$ cat src/hw/rtl/qvr_pkg.sv
// ----------------------------------------------------------------------------
// qvr_pkg: shared widths, constants and types for the quaternion rotator
// Holds the fixed-point formats of the quaternion, the matrix entries, the
// product terms and the accumulators, plus the structs passed between stages.
// ----------------------------------------------------------------------------
package qvr_pkg;

    localparam int QUAT_FRAC_BITS = 14;
    localparam int VECTOR_WIDTH   = 16;
    localparam int QUAT_WIDTH     = 16;

    // Matrix entries carry twice the quaternion fraction bits.
    localparam int FRAC_SHIFT = 2 * QUAT_FRAC_BITS;
    localparam int PROD_W     = 2 * QUAT_WIDTH;
    localparam int ENT_W      = (PROD_W + 2 > FRAC_SHIFT + 2) ? PROD_W + 2 : FRAC_SHIFT + 2;
    localparam int TERM_W     = ENT_W + VECTOR_WIDTH;
    localparam int ACC_W      = TERM_W + 2;

    localparam int IN_RAW_W   = 4 * QUAT_WIDTH + 3 * VECTOR_WIDTH;
    localparam int IN_DATA_W  = ((IN_RAW_W + 7) / 8) * 8;
    localparam int OUT_RAW_W  = 3 * VECTOR_WIDTH;
    localparam int OUT_DATA_W = ((OUT_RAW_W + 7) / 8) * 8;

    typedef logic signed [QUAT_WIDTH-1:0]   t_qcomp;
    typedef logic signed [VECTOR_WIDTH-1:0] t_vec;
    typedef logic signed [PROD_W-1:0]       t_qprod;
    typedef logic signed [ENT_W-1:0]        t_entry;
    typedef logic signed [TERM_W-1:0]       t_term;
    typedef logic signed [ACC_W-1:0]        t_acc;

    typedef t_vec [2:0] t_vec3;

    localparam t_entry ENT_ONE  = t_entry'(1) << FRAC_SHIFT;
    localparam t_acc   ACC_HALF = t_acc'(1) << (FRAC_SHIFT - 1);
    localparam t_acc   VEC_MAX  = (t_acc'(1) << (VECTOR_WIDTH - 1)) - t_acc'(1);
    localparam t_acc   VEC_MIN  = -(t_acc'(1) << (VECTOR_WIDTH - 1));

    // Direction codes carried in the input tuser bit.
    localparam logic DIR_BODY_TO_EARTH = 1'b0;
    localparam logic DIR_EARTH_TO_BODY = 1'b1;

    typedef struct packed {
        t_qcomp w;
        t_qcomp x;
        t_qcomp y;
        t_qcomp z;
    } t_quat;

    // Stage 1: the nine quaternion products.
    typedef struct packed {
        t_qprod xx;
        t_qprod yy;
        t_qprod zz;
        t_qprod xy;
        t_qprod xz;
        t_qprod yz;
        t_qprod wx;
        t_qprod wy;
        t_qprod wz;
        logic   dir;
        t_vec3  vec;
    } t_qprods;

    // Stage 2: matrix already oriented for the chosen direction, m[row][col].
    typedef struct packed {
        t_entry [2:0][2:0] m;
        t_vec3             vec;
    } t_mat;

    typedef t_acc [2:0] t_acc3;

    typedef struct packed {
        t_vec3 vec;
        logic  sat;
    } t_result;

endpackage

$ cat src/hw/rtl/qvr_round.sv
// ----------------------------------------------------------------------------
// qvr_round: rounding, saturation and output register
// Drops the fraction bits of each row sum, clips to the vector range and
// flags any clipping. The register here is the block's output register.
// ----------------------------------------------------------------------------
module qvr_round (
    input  logic              i_clk,
    input  logic              i_rst_n,
    input  logic              i_valid,
    output logic              o_ready,
    input  qvr_pkg::t_acc3    i_acc,
    output logic              o_valid,
    input  logic              i_ready,
    output qvr_pkg::t_result  o_result
);

    logic              r_s5_valid;
    qvr_pkg::t_result  r_s5;
    qvr_pkg::t_result  n_s5;
    qvr_pkg::t_acc3    w_shift;
    logic [2:0]        w_clip;
    logic              w_s5_ready;

    assign w_s5_ready = !r_s5_valid || i_ready;
    assign o_ready    = w_s5_ready;
    assign o_valid    = r_s5_valid;
    assign o_result   = r_s5;

    always_comb begin
        for (int i = 0; i < 3; i++) begin
            w_shift[i] = i_acc[i] >>> qvr_pkg::FRAC_SHIFT;
            if (w_shift[i] > qvr_pkg::VEC_MAX) begin
                n_s5.vec[i] = qvr_pkg::t_vec'(qvr_pkg::VEC_MAX);
                w_clip[i]   = 1'b1;
            end else if (w_shift[i] < qvr_pkg::VEC_MIN) begin
                n_s5.vec[i] = qvr_pkg::t_vec'(qvr_pkg::VEC_MIN);
                w_clip[i]   = 1'b1;
            end else begin
                n_s5.vec[i] = qvr_pkg::t_vec'(w_shift[i]);
                w_clip[i]   = 1'b0;
            end
        end
        n_s5.sat = |w_clip;
    end

    always_ff @(posedge i_clk) begin
        if (!i_rst_n) begin
            r_s5_valid <= 1'b0;
        end else if (w_s5_ready) begin
            r_s5_valid <= i_valid;
        end
    end

    always_ff @(posedge i_clk) begin
        if (w_s5_ready && i_valid) begin
            r_s5 <= n_s5;
        end
    end

endmodule

$ cat config.mk
export PLATFORM = sky130hd
export DESIGN_NAME = qvr_round
export DESIGN_NICKNAME = d
export VERILOG_FILES = /design/src/hw/rtl/qvr_pkg.sv /design/src/hw/rtl/qvr_round.sv
export SDC_FILE = /design/constraint.sdc
export NUM_CORES = 1
export LEC_CHECK = 0
export ABC_AREA = 1
export BUFFER_PORTS_ARGS = -buffer_cell sky130_fd_sc_hd__buf_2
export CAP_MARGIN = 5
export CORE_MARGIN = 4
export CORE_UTILIZATION = 35
export CTS_CLUSTER_DIAMETER = 120
export DETAILED_ROUTE_END_ITERATION = 6
export PLACE_DENSITY = 0.78
export SYNTH_ARGS = -nofsm -noshare
export SYNTH_HDL_FRONTEND = slang
export SYNTH_SLANG_ARGS = --single-unit
$ cat constraint.sdc
create_clock -name i_clk -period 4.45 [get_ports i_clk]
set_input_delay 0.2225 -clock i_clk [delete_from_list [all_inputs] [get_ports i_clk]]
set_output_delay 0.2225 -clock i_clk [all_outputs]
set_load 0.01 [all_outputs]
==> results of run 1 <==
-- cells by family after synthesis --
group / Yosys count
AO/OA/AOI/OAI: 5
buffers and inverters: 16
flip-flops: 50
AND/OR/NAND/NOR: 137
-- power by group through the flow --
stage | Combinational (mW) | Sequential (mW) | Clock (mW)
final | 0.145 | 0.562 | 0.317
after global routing | 0.163 | 0.565 | 0.349
after CTS | 0.148 | 0.563 | 0.330
after detailed placement | 0.148 | 0.573 | 0
after global placement | 0.143 | 0.571 | 0
after floorplan | 0.0572 | 0.591 | 0
-- path summary, 6_finish.rpt --
| kind | startpoint | endpoint | cells after the start |
|---|---|---|---|
| max reg2reg | o_valid | o_result[15] | 2 |
| max | o_valid | o_result[15] | 2 |
| min | i_acc[103] | o_result[32] | 1 |
| min reg2reg | o_valid | o_valid | 2 |
-- routing by layer --
metal	GRT usage	up-vias	wire length [µm]
met3	0.0482	5	598
met5	0	-	0
li1	-	915	-
met2	0.234	86	2500
met4	0.0335	0	52
met1	0.158	810	2120
-- synthesized netlist by cell type --
cell type  instances  area [µm²]
edfxtp_1          49        1470
a21oi_4            1        16.3
a21oi_1            1        5.00
nand3_2            1        10.0
inv_1              5        18.8
a21boi_0           1        7.51
nor2_2             9        56.3
clkbuf_1           3        11.3
a21oi_2            2        17.5
dfxtp_1            1        20.0
inv_2              2        7.51
nor2_4             4        45.0
buf_4              2        15.0
nand2_1           49         184
buf_6              4        45.0
nor2_1            74         278
-- flip-flops by register name, summed over array words and instances (netlist names) --
name and cells:
o_result 49, o_valid 1
-- worst reg2reg max path, stage by stage, from the launching register on --
cell and delay [ps]:
dfxtp_1 360, a21oi_4 140, buf_4 510
-- layout make-up --
type,instances,area share
Clock buffer,6,0.0243
Clock inverter,2,0.0126
Inverter,7,0.00879
Multi-Input combinational cell,142,0.211
Sequential cell,50,0.499
Tap cell,75,0.0314
Timing Repair Buffer,127,0.213
==> reports/summary.txt, run 1 <==
Simple-gate share of the synthesized area: 0.259
Sequential power share: 0.549
Dpl cells: 401
Via density: 4.44
# rows: 28
Seq/Total Area, Yosys: 0.675
Crit path max fanout: 49
FILL cells: 584
Final Hold Fails: 0
Power Density: 342 nW/µm²
Nets@finish: 493
Detailed Route WL: 5270 µm
GRT Residual Overflow: 0
CTS tree: done
Comb pwr share: 0.142
Min Clock Period, post-route: 1410 ps
Max clock buf depth: 2
CP Launch Type: flip-flop
Initial antenna violation count: 0
Post-Place Setup Slack: 2970 ps
GR Util All Layers: 0.135
CTS H-tree depth: 2
Required @ worst endpoint: 4390 ps
R2R setup slack: 3040 ps
Via count: 1816
Pint: 783 µW
Most frequent cells in the layout: 126 x buf_2, 74 x nor2_1, 49 x nand2_1, 49 x edfxtp_1, 9 x nor2_2
Post-CTS setup buffer count: 0
Worst Hold Class: in -> reg
CP max stage delay: 510 ps
Placer Congestion: 0.745
Clock Power Share: 0.310
Number of global-route vias before repair: 1755
Slowest CP cell: buf_4
Syn_area_per_cell: 10.6 µm²
Die area: 7640 µm²
Per-cell routed wire length: 12.9 µm
Synth warnings: 0
Antenna violation net count after detailed routing: 0
Register area: 1490 µm²
Highest Clock Rate: 707 MHz
Setup ws final: 3040 ps
Worst slew pin tran: 699 ps
Mapped cell area: 2210 µm²
Die Ht: 87.4 µm
CP top delay family: buffers and inverters
Leakage: 1.35 nW
Global-route wire length before repair: 7890 µm
Area Overhead vs Synth: 35.4%
Setup tns final: 0 ps
Core ar.: 6030 µm²
Drt first pass iters: 4
Slew HR: 0.534
Drt initial violations: 53
Synth Instances: 208
Diodes inserted: 0
Synth cell types: 16
CP Cell Sequence: a21oi_4 > buf_4
Final Instance Count excl. Fillers: 409
Main combinational cell family by area after synthesis: simple AND/OR/NAND/NOR gates
Root Buffer: clkbuf_8
CP endpoint kind: flip-flop
CTS buffer count: 5
Final period utilization: 0.318
Clock Skews: 4.26 ps
Finished Core Util: 0.496
Hold_ws: 140 ps
# clock sinks: 50
Xor/xnor share of the synthesized area: 0
Net Switching: 241 µW
Die width: 87.4 µm
Yosys reg bits: 50
Max-Cap Viols: 0
Layout cells sized above 1: 0.461
Post-Synth Adder-Cell Area: 0
Final setup fails: 0
Peak supply drop: 0.174 mV
Starting Density: 0.366
RSZ-0062 raised after global routing: no
Mapped Nets: 368
Post-CTS resize count: 0
HPWL Detailed: 4020 µm
Switching share of total power: 0.236
Reg clk slew, reported paths: 90 ps
CP Buf/Inv Count: 1
Largest net degree at the start of global routing: 50
Critical path class: reg -> reg
Status: complete, no violations
Drc violations: 0
Placed cell area: 2880 µm²
Compound-Gate Fraction of Synth Area: 0.0210
Total Power: 1.02 mW
Buffers on Ports: 126
Mux contribution to synthesized area: 0
Arrival time worst endpoint: 1350 ps
Most common cell after layout, fill and taps aside: buf_2
# IOs: 211
Latest clock arrival within the worst-skew pair: 300 ps
Cell area after layout: 2990 µm²
Post-CTS Hold Buffers: 0
Multi-input logic area: 631 µm²
Fin. max-slew vios: 0
Power figures use the tool's default switching activity.
==> run 2: changes to the inputs <==
Settings changed: CORE_UTILIZATION 35 to 33, PLACE_DENSITY 0.78 to 0.77.
Clock period 4.45 ns to 1.21 ns, I/O delays scaled along.
==> reports/summary.txt, run 2 (same netlist as run 1, synthesis figures left out) <==
Final Hold Fails: 0 (unchanged)
Hold_ws: 22.6 ps (-117 ps)
Setup ws final: 77.0 ps (-2960 ps)
Largest net degree at the start of global routing: 31 (-38%)
Drt first pass iters: 4 (unchanged)
Status: complete, no violations
Die Ht: 89.8 µm (+2.7%)
HPWL Detailed: 4040 µm (+0.63%)
Comb pwr share: 0.158 (+0.016)
Global-route wire length before repair: 8360 µm (+5.9%)
Max clock buf depth: 2 (unchanged)
Min Clock Period, post-route: 1130 ps
Power Density: 1170 nW/µm² (+240%)
Finished Core Util: 0.473 (-0.0230)
Core ar.: 6420 µm² (+6.6%)
Post-Place Setup Slack: 50.9 ps (-2920 ps)
Arrival time worst endpoint: 1180 ps (-170 ps)
Latest clock arrival within the worst-skew pair: 300 ps (about the same)
# IOs: 211 (unchanged)
Diodes inserted: 0 (unchanged)
Layout cells sized above 1: 0.460 (-0.000901)
Per-cell routed wire length: 12.5 µm (-2.9%)
Sequential power share: 0.583 (+0.034)
Clock Skews: 7.41 ps (+3.15 ps)
Switching share of total power: 0.244 (+0.00799)
Worst Setup SP: i_acc[103]
Pint: 2.68 mW (+240%)
Max-Cap Viols: 0 (unchanged)
Worst Hold Class: in -> reg
Required @ worst endpoint: 1250 ps (-3140 ps)
Clock Power Share: 0.259 (-0.051)
Nets@finish: 498 (+1.0%)
GRT Residual Overflow: 0 (unchanged)
Antenna violation net count after detailed routing: 0 (unchanged)
Drc violations: 0 (unchanged)
CTS H-tree depth: 2 (unchanged)
Area Overhead vs Synth: 37.6%
Highest Clock Rate: 883 MHz
Via count: 1828 (+0.66%)
Via density: 4.39 (-1.0%)
Detailed Route WL: 5200 µm (-1.3%)
Most common cell after layout, fill and taps aside: buf_2
# rows: 29 (+3.6%)
Die width: 89.8 µm (+2.7%)
Placer Congestion: 0.681 (-8.7%)
CTS tree: done
Post-CTS setup buffer count: 0 (unchanged)
Final period utilization: 0.936
RSZ-0062 raised after global routing: no
Slew HR: 0.655 (+0.121)
Most frequent cells in the layout: 126 x buf_2, 74 x nor2_1, 49 x nand2_1, 49 x edfxtp_1, 9 x nor2_2
CP endpoint kind: flip-flop
Root Buffer: clkbuf_8
CP Launch Type: input pin
Starting Density: 0.344 (-0.0226)
Setup tns final: 0 ps (unchanged)
Max reg flops: 49 (unchanged)
Buffers on Ports: 126 (unchanged)
Peak supply drop: 0.386 mV (+120%)
Number of global-route vias before repair: 1812 (+3.2%)
Initial antenna violation count: 0 (unchanged)
Drt initial violations: 55 (+3.8%)
Crit path max fanout: 15 (-69%)
GR Util All Layers: 0.127 (-0.00785)
Die area: 8060 µm² (+5.5%)
Leakage: 1.38 nW (+1.7%)
Worst slew pin tran: 516 ps (-183 ps)
Reg clk slew, reported paths: 90 ps (about the same)
Reg-to-Reg Start: o_valid
CTS buffer count: 5 (unchanged)
Fin. max-slew vios: 0 (unchanged)
Hold Crit Start: i_acc[51]
# clock sinks: 50 (unchanged)
Critical path class: in -> reg
Net Switching: 863 µW (+260%)
Final setup fails: 0 (unchanged)
[run 2: final timing paths]
| path | endpoint | slack, ps | depth (start not counted) |
|---|---|---|---|
| worst min register to register | o_valid | 520 | 2 |
| worst max register to register | o_result[2] | 130 | 2 |
| worst max-delay path | o_result[21] | 80 | 7 |
| worst min-delay path | o_result[16] | 20 | 1 |
[run 2: final cells by class]
class	count	area, µm²
Sequential cell	50	1490
Fill cell	631	3380
Inverter	7	26.3
Tap cell	77	96.3
Clock buffer	5	68.8
Multi-Input combinational cell	142	631
Clock inverter	3	16.3
Timing Repair Buffer	132	708
[run 2: critical path, stage by stage]
cell           delay [ps]
dlygate4sd3_1         520
buf_2                 120
inv_1                  40
a21oi_2               140
inv_2                 140
nand2_1                90
nand2_1                50
[run 2: power groups by stage]
| stage | combinational, mW | clock, mW | sequential, mW |
|---|---|---|---|
| 2_1_floorplan | 0.214 | 0 | 2.17 |
| 3_5_place_dp | 0.559 | 0 | 2.11 |
| 6_report | 0.560 | 0.918 | 2.06 |
| 4_1_cts | 0.569 | 0.961 | 2.07 |
| 3_3_place_gp | 0.544 | 0 | 2.10 |
| 5_1_grt | 0.625 | 1.03 | 2.08 |
[run 2: metrics by stage]
stage                     instances  cell area, µm²  power, mW
after CTS                       416            3040       3.60
after global placement          405            2920       2.64
after global routing            416            3040       3.73
final                           416            3040       3.54
after detailed placement        405            2920       2.66
after floorplan                 208            2220       2.38
[run 2: timing repair]
action / in CTS / in global routing
gates resized for setup: 0 / 0
endpoints found under the hold margin: 3 / 0
hold buffers: 3 / 0
[run 2: metal layers]
metal	vias to the layer above	global-route usage	wire length, µm
met5	-	0	0
met3	6	0.0534	549
li1	924	-	-
met1	810	0.138	2000
met4	0	0.0383	68
met2	88	0.226	2580
